**src/rtl/core/assert_macros.svh**
```systemverilog
// Assertion macros shared by the queue RTL.
// Clocked property checks with and without a reset qualifier.
`ifndef ASSERT_MACROS_SVH
`define ASSERT_MACROS_SVH
`ifndef NO_ASSERTIONS
`define ASSERT_CLK(lbl, clk, rstn, prop, msg) \
  lbl: assert property (@(posedge clk) disable iff (!rstn) prop) else $error(msg);
`define ASSERT_ALWAYS(lbl, clk, prop, msg) \
  lbl: assert property (@(posedge clk) prop) else $error(msg);
`else
`define ASSERT_CLK(lbl, clk, rstn, prop, msg)
`define ASSERT_ALWAYS(lbl, clk, prop, msg)
`endif
`endif

```
**src/rtl/core/spq_pkg.sv**
```systemverilog
// Package for the sorted priority queue: sizes, codes and the cell control struct.
// No dependencies.
`default_nettype none
package spq_pkg;

  localparam int unsigned DEPTH      = 16;
  localparam int unsigned ELEM_WIDTH = 32;
  localparam int unsigned PRIO_WIDTH = 16;
  localparam int unsigned OCC_W      = 5;
  localparam int unsigned CNT_W      = $clog2(DEPTH + 1);

  localparam int unsigned IN_DATA_W  = ((ELEM_WIDTH + PRIO_WIDTH + 7) / 8) * 8;
  localparam int unsigned OUT_DATA_W = ((ELEM_WIDTH + PRIO_WIDTH + OCC_W + 7) / 8) * 8;
  localparam int unsigned OUT_USER_W = 3;

  typedef enum logic {
    CMD_PUSH = 1'b0,
    CMD_POP  = 1'b1
  } cmd_e;

  typedef enum logic [1:0] {
    STAT_OK    = 2'd0,
    STAT_EMPTY = 2'd1,
    STAT_FULL  = 2'd2
  } status_e;

  typedef struct packed {
    logic                  push;
    logic                  pop;
    logic [ELEM_WIDTH-1:0] elem;
    logic [PRIO_WIDTH-1:0] prio;
  } cell_ctrl_t;

endpackage
`default_nettype wire

```
**src/rtl/core/spq_cell.sv**
```systemverilog
// One storage cell of the sorted queue chain: holds an entry, shifts toward either neighbor.
// Depends on spq_pkg.
`default_nettype none
module spq_cell
  import spq_pkg::*;
(
  input  wire                  clk_i,
  input  wire cell_ctrl_t      ctrl_i,
  input  wire                  valid_i,
  input  wire                  left_ge_i,
  input  wire [ELEM_WIDTH-1:0] left_elem_i,
  input  wire [PRIO_WIDTH-1:0] left_prio_i,
  input  wire [ELEM_WIDTH-1:0] right_elem_i,
  input  wire [PRIO_WIDTH-1:0] right_prio_i,
  output logic                 ge_o,
  output logic [ELEM_WIDTH-1:0] elem_o,
  output logic [PRIO_WIDTH-1:0] prio_o
);

  logic [ELEM_WIDTH-1:0] elem_q, elem_d;
  logic [PRIO_WIDTH-1:0] prio_q, prio_d;

  // empty cells always count as an insertion point
  assign ge_o = !valid_i || (prio_q <= ctrl_i.prio);

  always_comb begin
    elem_d = elem_q;
    prio_d = prio_q;
    if (ctrl_i.push && ge_o) begin
      if (left_ge_i) begin
        elem_d = left_elem_i;
        prio_d = left_prio_i;
      end else begin
        elem_d = ctrl_i.elem;
        prio_d = ctrl_i.prio;
      end
    end else if (ctrl_i.pop) begin
      elem_d = right_elem_i;
      prio_d = right_prio_i;
    end
  end

  always_ff @(posedge clk_i) begin
    elem_q <= elem_d;
    prio_q <= prio_d;
  end

  assign elem_o = elem_q;
  assign prio_o = prio_q;

endmodule
`default_nettype wire

```
**src/rtl/core/sorted_priority_queue.sv**
```systemverilog
// Top level of the sorted priority queue: entry counter, cell chain, result register.
// Depends on spq_pkg, spq_cell and assert_macros.svh.
//
//  channel  | dir | tdata                                   | tuser
//  s_axis   | in  | element[31:0] priority_req[47:32]        | cmd[0]
//  m_axis   | out | out_element[31:0] out_priority[47:32]    | out_valid[0] status[2:1]
//           |     | occupancy[52:48]                         |
//
// One request per cycle while no result is stalled; the result is registered and appears in the cycle after acceptance.
// All cells compare against the pushed priority in parallel and shift together.
// Reset clears the entry count; the cell contents are only read below the count.
// A stalled result holds the output register; s_axis_tready_o drops only while
// a result waits and m_axis_tready_i is low.
`default_nettype none
`include "assert_macros.svh"
module sorted_priority_queue
  import spq_pkg::*;
(
  input  wire                   clk_i,
  input  wire                   rst_ni,
  input  wire                   s_axis_tvalid_i,
  output logic                  s_axis_tready_o,
  input  wire [IN_DATA_W-1:0]   s_axis_tdata_i,  // element, priority_req
  input  wire                   s_axis_tuser_i,  // cmd
  output logic                  m_axis_tvalid_o,
  input  wire                   m_axis_tready_i,
  output logic [OUT_DATA_W-1:0] m_axis_tdata_o,  // out_element, out_priority, occupancy
  output logic [OUT_USER_W-1:0] m_axis_tuser_o   // out_valid, status
);

  logic [CNT_W-1:0] count_q, count_d;
  logic             out_vld_q;
  logic [ELEM_WIDTH-1:0] res_elem_q;
  logic [PRIO_WIDTH-1:0] res_prio_q;
  logic             res_valid_q;
  status_e          res_status_q, status_d;
  logic [OCC_W-1:0] res_occ_q;

  logic       accept;
  logic       is_pop, full, empty, push_ok, pop_ok;
  cell_ctrl_t ctrl;

  logic [ELEM_WIDTH-1:0] elem_w [DEPTH];
  logic [PRIO_WIDTH-1:0] prio_w [DEPTH];
  logic [DEPTH-1:0]      ge_w;

  assign s_axis_tready_o = !out_vld_q || m_axis_tready_i;
  assign accept  = s_axis_tvalid_i && s_axis_tready_o;
  assign is_pop  = (cmd_e'(s_axis_tuser_i) == CMD_POP);
  assign full    = (count_q == CNT_W'(DEPTH));
  assign empty   = (count_q == '0);
  assign push_ok = accept && !is_pop && !full;
  assign pop_ok  = accept && is_pop && !empty;

  assign ctrl.push = push_ok;
  assign ctrl.pop  = pop_ok;
  assign ctrl.elem = s_axis_tdata_i[ELEM_WIDTH-1:0];
  assign ctrl.prio = s_axis_tdata_i[ELEM_WIDTH +: PRIO_WIDTH];

  for (genvar g = 0; g < DEPTH; g++) begin : g_cell
    logic                  left_ge;
    logic [ELEM_WIDTH-1:0] left_elem, right_elem;
    logic [PRIO_WIDTH-1:0] left_prio, right_prio;

    if (g == 0) begin : g_head
      assign left_ge   = 1'b0;
      assign left_elem = '0;
      assign left_prio = '0;
    end else begin : g_mid
      assign left_ge   = ge_w[g-1];
      assign left_elem = elem_w[g-1];
      assign left_prio = prio_w[g-1];
    end

    if (g == DEPTH - 1) begin : g_tail
      assign right_elem = elem_w[g];
      assign right_prio = prio_w[g];
    end else begin : g_body
      assign right_elem = elem_w[g+1];
      assign right_prio = prio_w[g+1];
    end

    spq_cell u_cell (
      .clk_i        (clk_i),
      .ctrl_i       (ctrl),
      .valid_i      (count_q > CNT_W'(g)),
      .left_ge_i    (left_ge),
      .left_elem_i  (left_elem),
      .left_prio_i  (left_prio),
      .right_elem_i (right_elem),
      .right_prio_i (right_prio),
      .ge_o         (ge_w[g]),
      .elem_o       (elem_w[g]),
      .prio_o       (prio_w[g])
    );
  end

  always_comb begin
    count_d = count_q;
    if (push_ok) begin
      count_d = count_q + CNT_W'(1);
    end else if (pop_ok) begin
      count_d = count_q - CNT_W'(1);
    end
  end

  always_comb begin
    status_d = STAT_OK;
    if (is_pop && empty) begin
      status_d = STAT_EMPTY;
    end else if (!is_pop && full) begin
      status_d = STAT_FULL;
    end
  end

  always_ff @(posedge clk_i or negedge rst_ni) begin
    if (!rst_ni) begin
      count_q   <= '0;
      out_vld_q <= 1'b0;
    end else begin
      count_q <= count_d;
      if (accept) begin
        out_vld_q <= 1'b1;
      end else if (m_axis_tready_i) begin
        out_vld_q <= 1'b0;
      end
    end
  end

  always_ff @(posedge clk_i) begin
    if (accept) begin
      res_elem_q   <= pop_ok ? elem_w[0] : '0;
      res_prio_q   <= pop_ok ? prio_w[0] : '0;
      res_valid_q  <= pop_ok;
      res_status_q <= status_d;
      res_occ_q    <= OCC_W'(count_d);
    end
  end

  assign m_axis_tvalid_o = out_vld_q;

  always_comb begin
    m_axis_tdata_o = '0;
    m_axis_tdata_o[ELEM_WIDTH-1:0] = res_elem_q;
    m_axis_tdata_o[ELEM_WIDTH +: PRIO_WIDTH] = res_prio_q;
    m_axis_tdata_o[ELEM_WIDTH + PRIO_WIDTH +: OCC_W] = res_occ_q;
  end

  assign m_axis_tuser_o = {res_status_q, res_valid_q};

  `ASSERT_CLK(a_count_bound, clk_i, rst_ni, count_q <= CNT_W'(DEPTH), "entry count over depth")
  `ASSERT_CLK(a_count_hold, clk_i, rst_ni, !accept |=> $stable(count_q), "count moved when idle")
  `ASSERT_CLK(a_full_drop, clk_i, rst_ni, (accept && !is_pop && full) |=> (m_axis_tuser_o == {STAT_FULL, 1'b0}) && (count_q == CNT_W'(DEPTH)), "full push not dropped")
  `ASSERT_CLK(a_pop_head, clk_i, rst_ni, pop_ok |=> res_valid_q && (res_prio_q == $past(prio_w[0])), "pop lost the head")
  `ASSERT_ALWAYS(a_reset_idle, clk_i, !rst_ni |=> !m_axis_tvalid_o, "result valid in reset")

endmodule
`default_nettype wire

```
**config.mk**
```make
export PLATFORM = sky130hd
export DESIGN_NAME = sorted_priority_queue
export DESIGN_NICKNAME = d
export VERILOG_FILES = /design/src/rtl/core/spq_pkg.sv /design/src/rtl/core/spq_cell.sv /design/src/rtl/core/sorted_priority_queue.sv
export VERILOG_INCLUDE_DIRS = /design/src /design/src/rtl/core
export SDC_FILE = /design/constraint.sdc
export NUM_CORES = 2
export LEC_CHECK = 0
export CORE_MARGIN = 2
export CORE_UTILIZATION = 35
export DETAILED_ROUTE_END_ITERATION = 10
export DONT_BUFFER_PORTS = 1
export MAX_ROUTING_LAYER = met4
export SYNTH_ARGS = -nofsm -noshare
export SYNTH_HDL_FRONTEND = slang
export SYNTH_SLANG_ARGS = --single-unit
```
**constraint.sdc**
```tcl
create_clock -name clk_i -period 6.6 [get_ports clk_i]
set_input_delay 0.66 -clock clk_i [delete_from_list [all_inputs] [get_ports clk_i]]
set_output_delay 0.66 -clock clk_i [all_outputs]
set_load 0.01 [all_outputs]
```
==> results <==
- The flow ran to the end, and the final reports show no timing, DRC or antenna violations.
- The max-slew violation count is 0.
- The die span in y is 378.9 um.
- The worst-skew pair later-pin latency is 0.72 ns.
- For this block, the initial DRC count from the detailed router was a little over 4k.
- Setup repair after global routing left no endpoint under its margin.
- Measured on the finished design, the core utilization comes to between 30% and 40%.
- The design area is roughly 54000 sq um.
- The combined area of the multi-input logic cells is roughly 23000 sq um.
- The initial utilization of the core area, before any placement, comes to a little over a third.
- Ranked by instance count, the synthesized netlist is headed by edfxtp_1, o21ai_0, mux2i_1, mux2_2, a21oi_1.
- The post-placement cell count is 5734.
- The setup slack at placement is 1.666 ns.
- The netlist uses between 70 and 80 different library cells.
- The part of the Yosys area used for sequential elements is around half.
- The kind of start point of the critical path is a register.
- The share of total power dissipated in combinational logic is between 30% and 40%.
- The fraction of the cycle the final worst path needs is 70.51%.
- The critical path goes through inv_1 -> ha_1 -> nand4bb_1 -> nand4b_1 -> a2111oi_0 -> buf_4 -> a32oi_4 -> nand2_2 -> buf_12.
- The number of instances on the worst hold path is 1.
- In this run the critical register-to-register path is launched from count_q[0]$_DFF_PN0_.
- The number of cells traversed by the worst register-to-register path is 9.
- The number of setup buffers added after CTS is 0.
- For this design the static power due to leakage is about 19 nW.
- The internal portion of the total power is between 10 and 15 mW.
- The placement row count is about 140.
- The portion of synthesized cell area occupied by the leading cell type is between 50% and 60%.
- The final wirelength is roughly 160000 um.
- After synthesis, the cell types taking the most area are edfxtp_1, mux2i_1, o21ai_0.
- The maximum root-to-sink buffer count is 3.
- The critical path contains buffers and inverters numbering 3 combined.
- The power spent charging and discharging nets is ~7.4 mW.
- Summing all placed instances gives a cell area of slightly above 50000 sq um.
- The remaining antenna violation count after routing is 0.
- Across the whole layout, storage elements account for about 25000 sq um.
- After detailed routing, the number of remaining DRC violations is 0.
- Once layout is complete, the cells apart from fillers number roughly 5.9k.
- The category of the most critical setup path is reg2reg.
- For this design, the slowest cell found on the critical path is nand2_2.
- In this run, synthesis produced a sequential element count of 830.
- The total negative setup slack is 0 ns.
- For hold timing, the worst endpoint is m_axis_tvalid_o$_DFFE_PN0P_.
- In this design, the stage delay of the slowest critical-path cell is around 0.85 ns.
- In the final routed layout, each cell accounts on average for between 20 and 30 um.
- The detailed-router iteration count before antenna repair is 7.
- The tightest hold path in the finished design has a slack of ~0.089 ns.
- The TritonCTS clock tree is yes.
- The via count of the first global-routing pass is about 36k.
- The filler cells instantiated in the layout total 13.45k.
- Headroom to the max-slew limit came out at 14.02%.
- The core area is 139500 sq um.
- The largest driver fanout on the critical path is 25.
- edfxtp_1 takes more of the synthesized area than any other cell.
- The number of failing setup endpoints in the final timing report is 0.
- For the worst setup path, the data arrival time is ~5.0 ns.
- The fraction of final layout cells with drive strength greater than 1 is around 15%.
- The worst setup slack for register-to-register paths is 1.95 ns.
- The number of buffers inserted during clock tree synthesis is 94.
- The clock sink count is 830.
- The initial antenna violation count came to 3.
- For this run, the leading register cell type out of synthesis is edfxtp_1.
- between 100 and 150 I/O pins were placed.
- During synthesis, Yosys emitted a total of 0 warnings.
- The largest vdd supply drop is about 0.34 mV.
- The global-route wire length before repair is roughly 240000 um.
- After clock tree synthesis, the clock-pin slew on the worst setup and hold paths is about 0.06 ns.
- Entering global routing, the biggest net connects 139 pins.
- Clock tree synthesis selected as its root buffer the cell clkbuf_16.
- The floorplan step defined a die boundary enclosing between 100000 and 150000 sq um.
- The routability-driven placement congestion ratio is between 0.9 and 1.
- The area growth from synthesis to layout is 9.826%.
- The cell count after synthesis came out at 4176.
- The worst min-delay path startpoint is s_axis_tvalid_i.
- After global routing the overflow that remains totals 0.
- The number of port buffers is 0.
- The measured slew at the worst slew-check pin is 1.290 ns.
- The number of enable flip-flop cells after synthesis is slightly above 800.
- The final route contains between 30k and 40k vias.
- The count of max-cap constraint violations is 0.
- Dividing total power by cell area gives a power density of roughly 370 nW/um^2.
- Dividing the detail-routed via count by the number of cells gives 6.241.
- The number of nets at the end of the flow is around 4.3k.
- The total count of hold-check failures in the final report is 0.
- The required time of the worst setup path is slightly below 7 ns.
- Among all cell types in the netlist, the one instantiated most often is edfxtp_1.
- The time the final worst path needs with I/O delays and setup is between 4 and 5 ns.
- Summed over all nets, the half-perimeter wirelength after detailed placement is a little over 100000 um.
- The tightest min-delay check is of the in2reg type.
- The switching power share of the total is approximately 37%.
- The clock tree skew after final layout is 0.04182 ns.
- The element type at the critical path end is a register.
- The worst-case setup margin in the final layout is between 1.5 and 2 ns.
- The mean post-synth cell area is between 10 and 15 sq um.
- The die is 378.9 um wide.
- Timing would allow up to 214.9 MHz.
- The total chip power is around 20 mW.
- The total number of H-tree levels is 3.
- The top cell family by delay on the critical path is simple AND/OR/NAND/NOR gates.
- The power share of the sequential group is about two fifths.
- The endpoint of the most critical register-to-register path is g_cell[9].u_cell.elem_o[15]$_DFFE_PP_.
- The clock network is responsible for between 20% and 30% of the overall power.
- In the global route stage, overall resource usage came out at a little under a quarter.
- For this run, asynchronously set or reset flops after synthesis account for less than 1%.
- The combined area of all synthesized cells is between 40000 and 50000 sq um.
-- worst reg2reg max path, stage by stage, from the launching register on --
cell	delay, ns
dfrtp_1	0.53
inv_1	0.15
ha_1	0.26
nand4bb_1	0.28
nand4b_1	0.69
a2111oi_0	0.82
buf_4	0.24
a32oi_4	0.13
nand2_2	0.85
buf_12	0.31
-- routing by layer --
metal | wire, um | vias to the layer above | global-route usage, %
met3 | 14540 | 289 | 4.640
li1 | - | 15970 | -
met2 | 70240 | 1745 | 32.93
met4 | 5819 | 0 | 7.884
met5 | 0 | - | -
met1 | 73070 | 18880 | 32.06
-- power groups by stage --
stage | sequential, mW | clock, mW | combinational (mW)
after CTS | 7.89 | 5.27 | 6.89
after global placement | 7.99 | 0 | 6.72
final | 7.91 | 5.19 | 7.01
after global routing | 8.00 | 5.47 | 7.50
after floorplan | 7.69 | 0 | 4.93
after detailed placement | 7.99 | 0 | 6.87
-- kinds of logic after synthesis --
| group | share of synthesized area [%] |
|---|---|
| fa+ha+maj | 6.637 |
| simple gates | 4.641 |
| compound gates | 17.65 |
| xor+xnor | 0.05341 |
| other cells | 0.007621 |
| mux | 16.49 |
| buf+inv | 3.931 |
| flops | 50.59 |
-- flip-flops by register name (all words and copies together) (netlist names) --
name                  count
res_elem_q               32
m_axis_tvalid_o           1
res_valid_q               1
g_cell.u_cell.elem_o    512
res_prio_q               16
res_occ_q                 5
g_cell.u_cell.prio_o    256
res_status_q              2
count_q                   5
-- worst max path at each step --
| stage | startpoint | endpoint | slack (ns) | cells after the start |
|---|---|---|---|---|
| floorplan | s_axis_tdata_i[47] | g_cell[13].u_cell.elem_o[0]$_DFFE_PP_ | 1.15 | 11 |
| global placement | s_axis_tdata_i[46] | g_cell[8].u_cell.prio_o[11]$_DFFE_PP_ | 1.76 | 10 |
| detailed placement | s_axis_tdata_i[47] | g_cell[7].u_cell.elem_o[15]$_DFFE_PP_ | 1.67 | 10 |
| CTS | count_q[0]$_DFF_PN0_ | g_cell[9].u_cell.elem_o[20]$_DFFE_PP_ | 2.05 | 9 |
| global route | count_q[1]$_DFF_PN0_ | g_cell[9].u_cell.elem_o[16]$_DFFE_PP_ | 1.75 | 9 |
| finish | count_q[0]$_DFF_PN0_ | g_cell[9].u_cell.elem_o[15]$_DFFE_PP_ | 1.95 | 9 |
-- placed cells by master, fill, tap and decap left out, types with 12 or more instances in the layout --
| cell type | instances |
|---|---|
| a21o_1 | 22 |
| a21oi_1 | 286 |
| a221o_1 | 49 |
| a2bb2oi_1 | 95 |
| a311oi_1 | 94 |
| and2_1 | 48 |
| buf_4 | 85 |
| clkbuf_1 | 18 |
| clkbuf_16 | 94 |
| clkinv_1 | 27 |
| clkinv_2 | 22 |
| edfxtp_1 | 824 |
| ha_1 | 261 |
| inv_1 | 45 |
| mux2_2 | 322 |
| mux2i_1 | 438 |
| nand2_1 | 128 |
| nand4_1 | 39 |
| nor2_1 | 30 |
| nor2b_1 | 12 |
| nor3_1 | 22 |
| nor4_1 | 17 |
| nor4b_1 | 47 |
| o211ai_1 | 12 |
| o21ai_0 | 744 |
| o21ai_1 | 14 |
| o311a_1 | 48 |
-- cell type report --
cell class	instances	share of cell area, %
multi-input combinational	2887	42.21
tap	1876	4.344
timing repair buffer	95	1.533
clock inverter	62	1.033
sequential	830	46.07
clock buffer	112	4.478
antenna	1	0.004631
inverter	47	0.3288
-- what timing repair did --
item	4_1_cts	5_1_grt
endpoints found under the hold margin	6	0
resized for setup	0	0
endpoints found under the setup margin	0	0
hold buffers	1	0
Power figures use the tool's default switching activity.
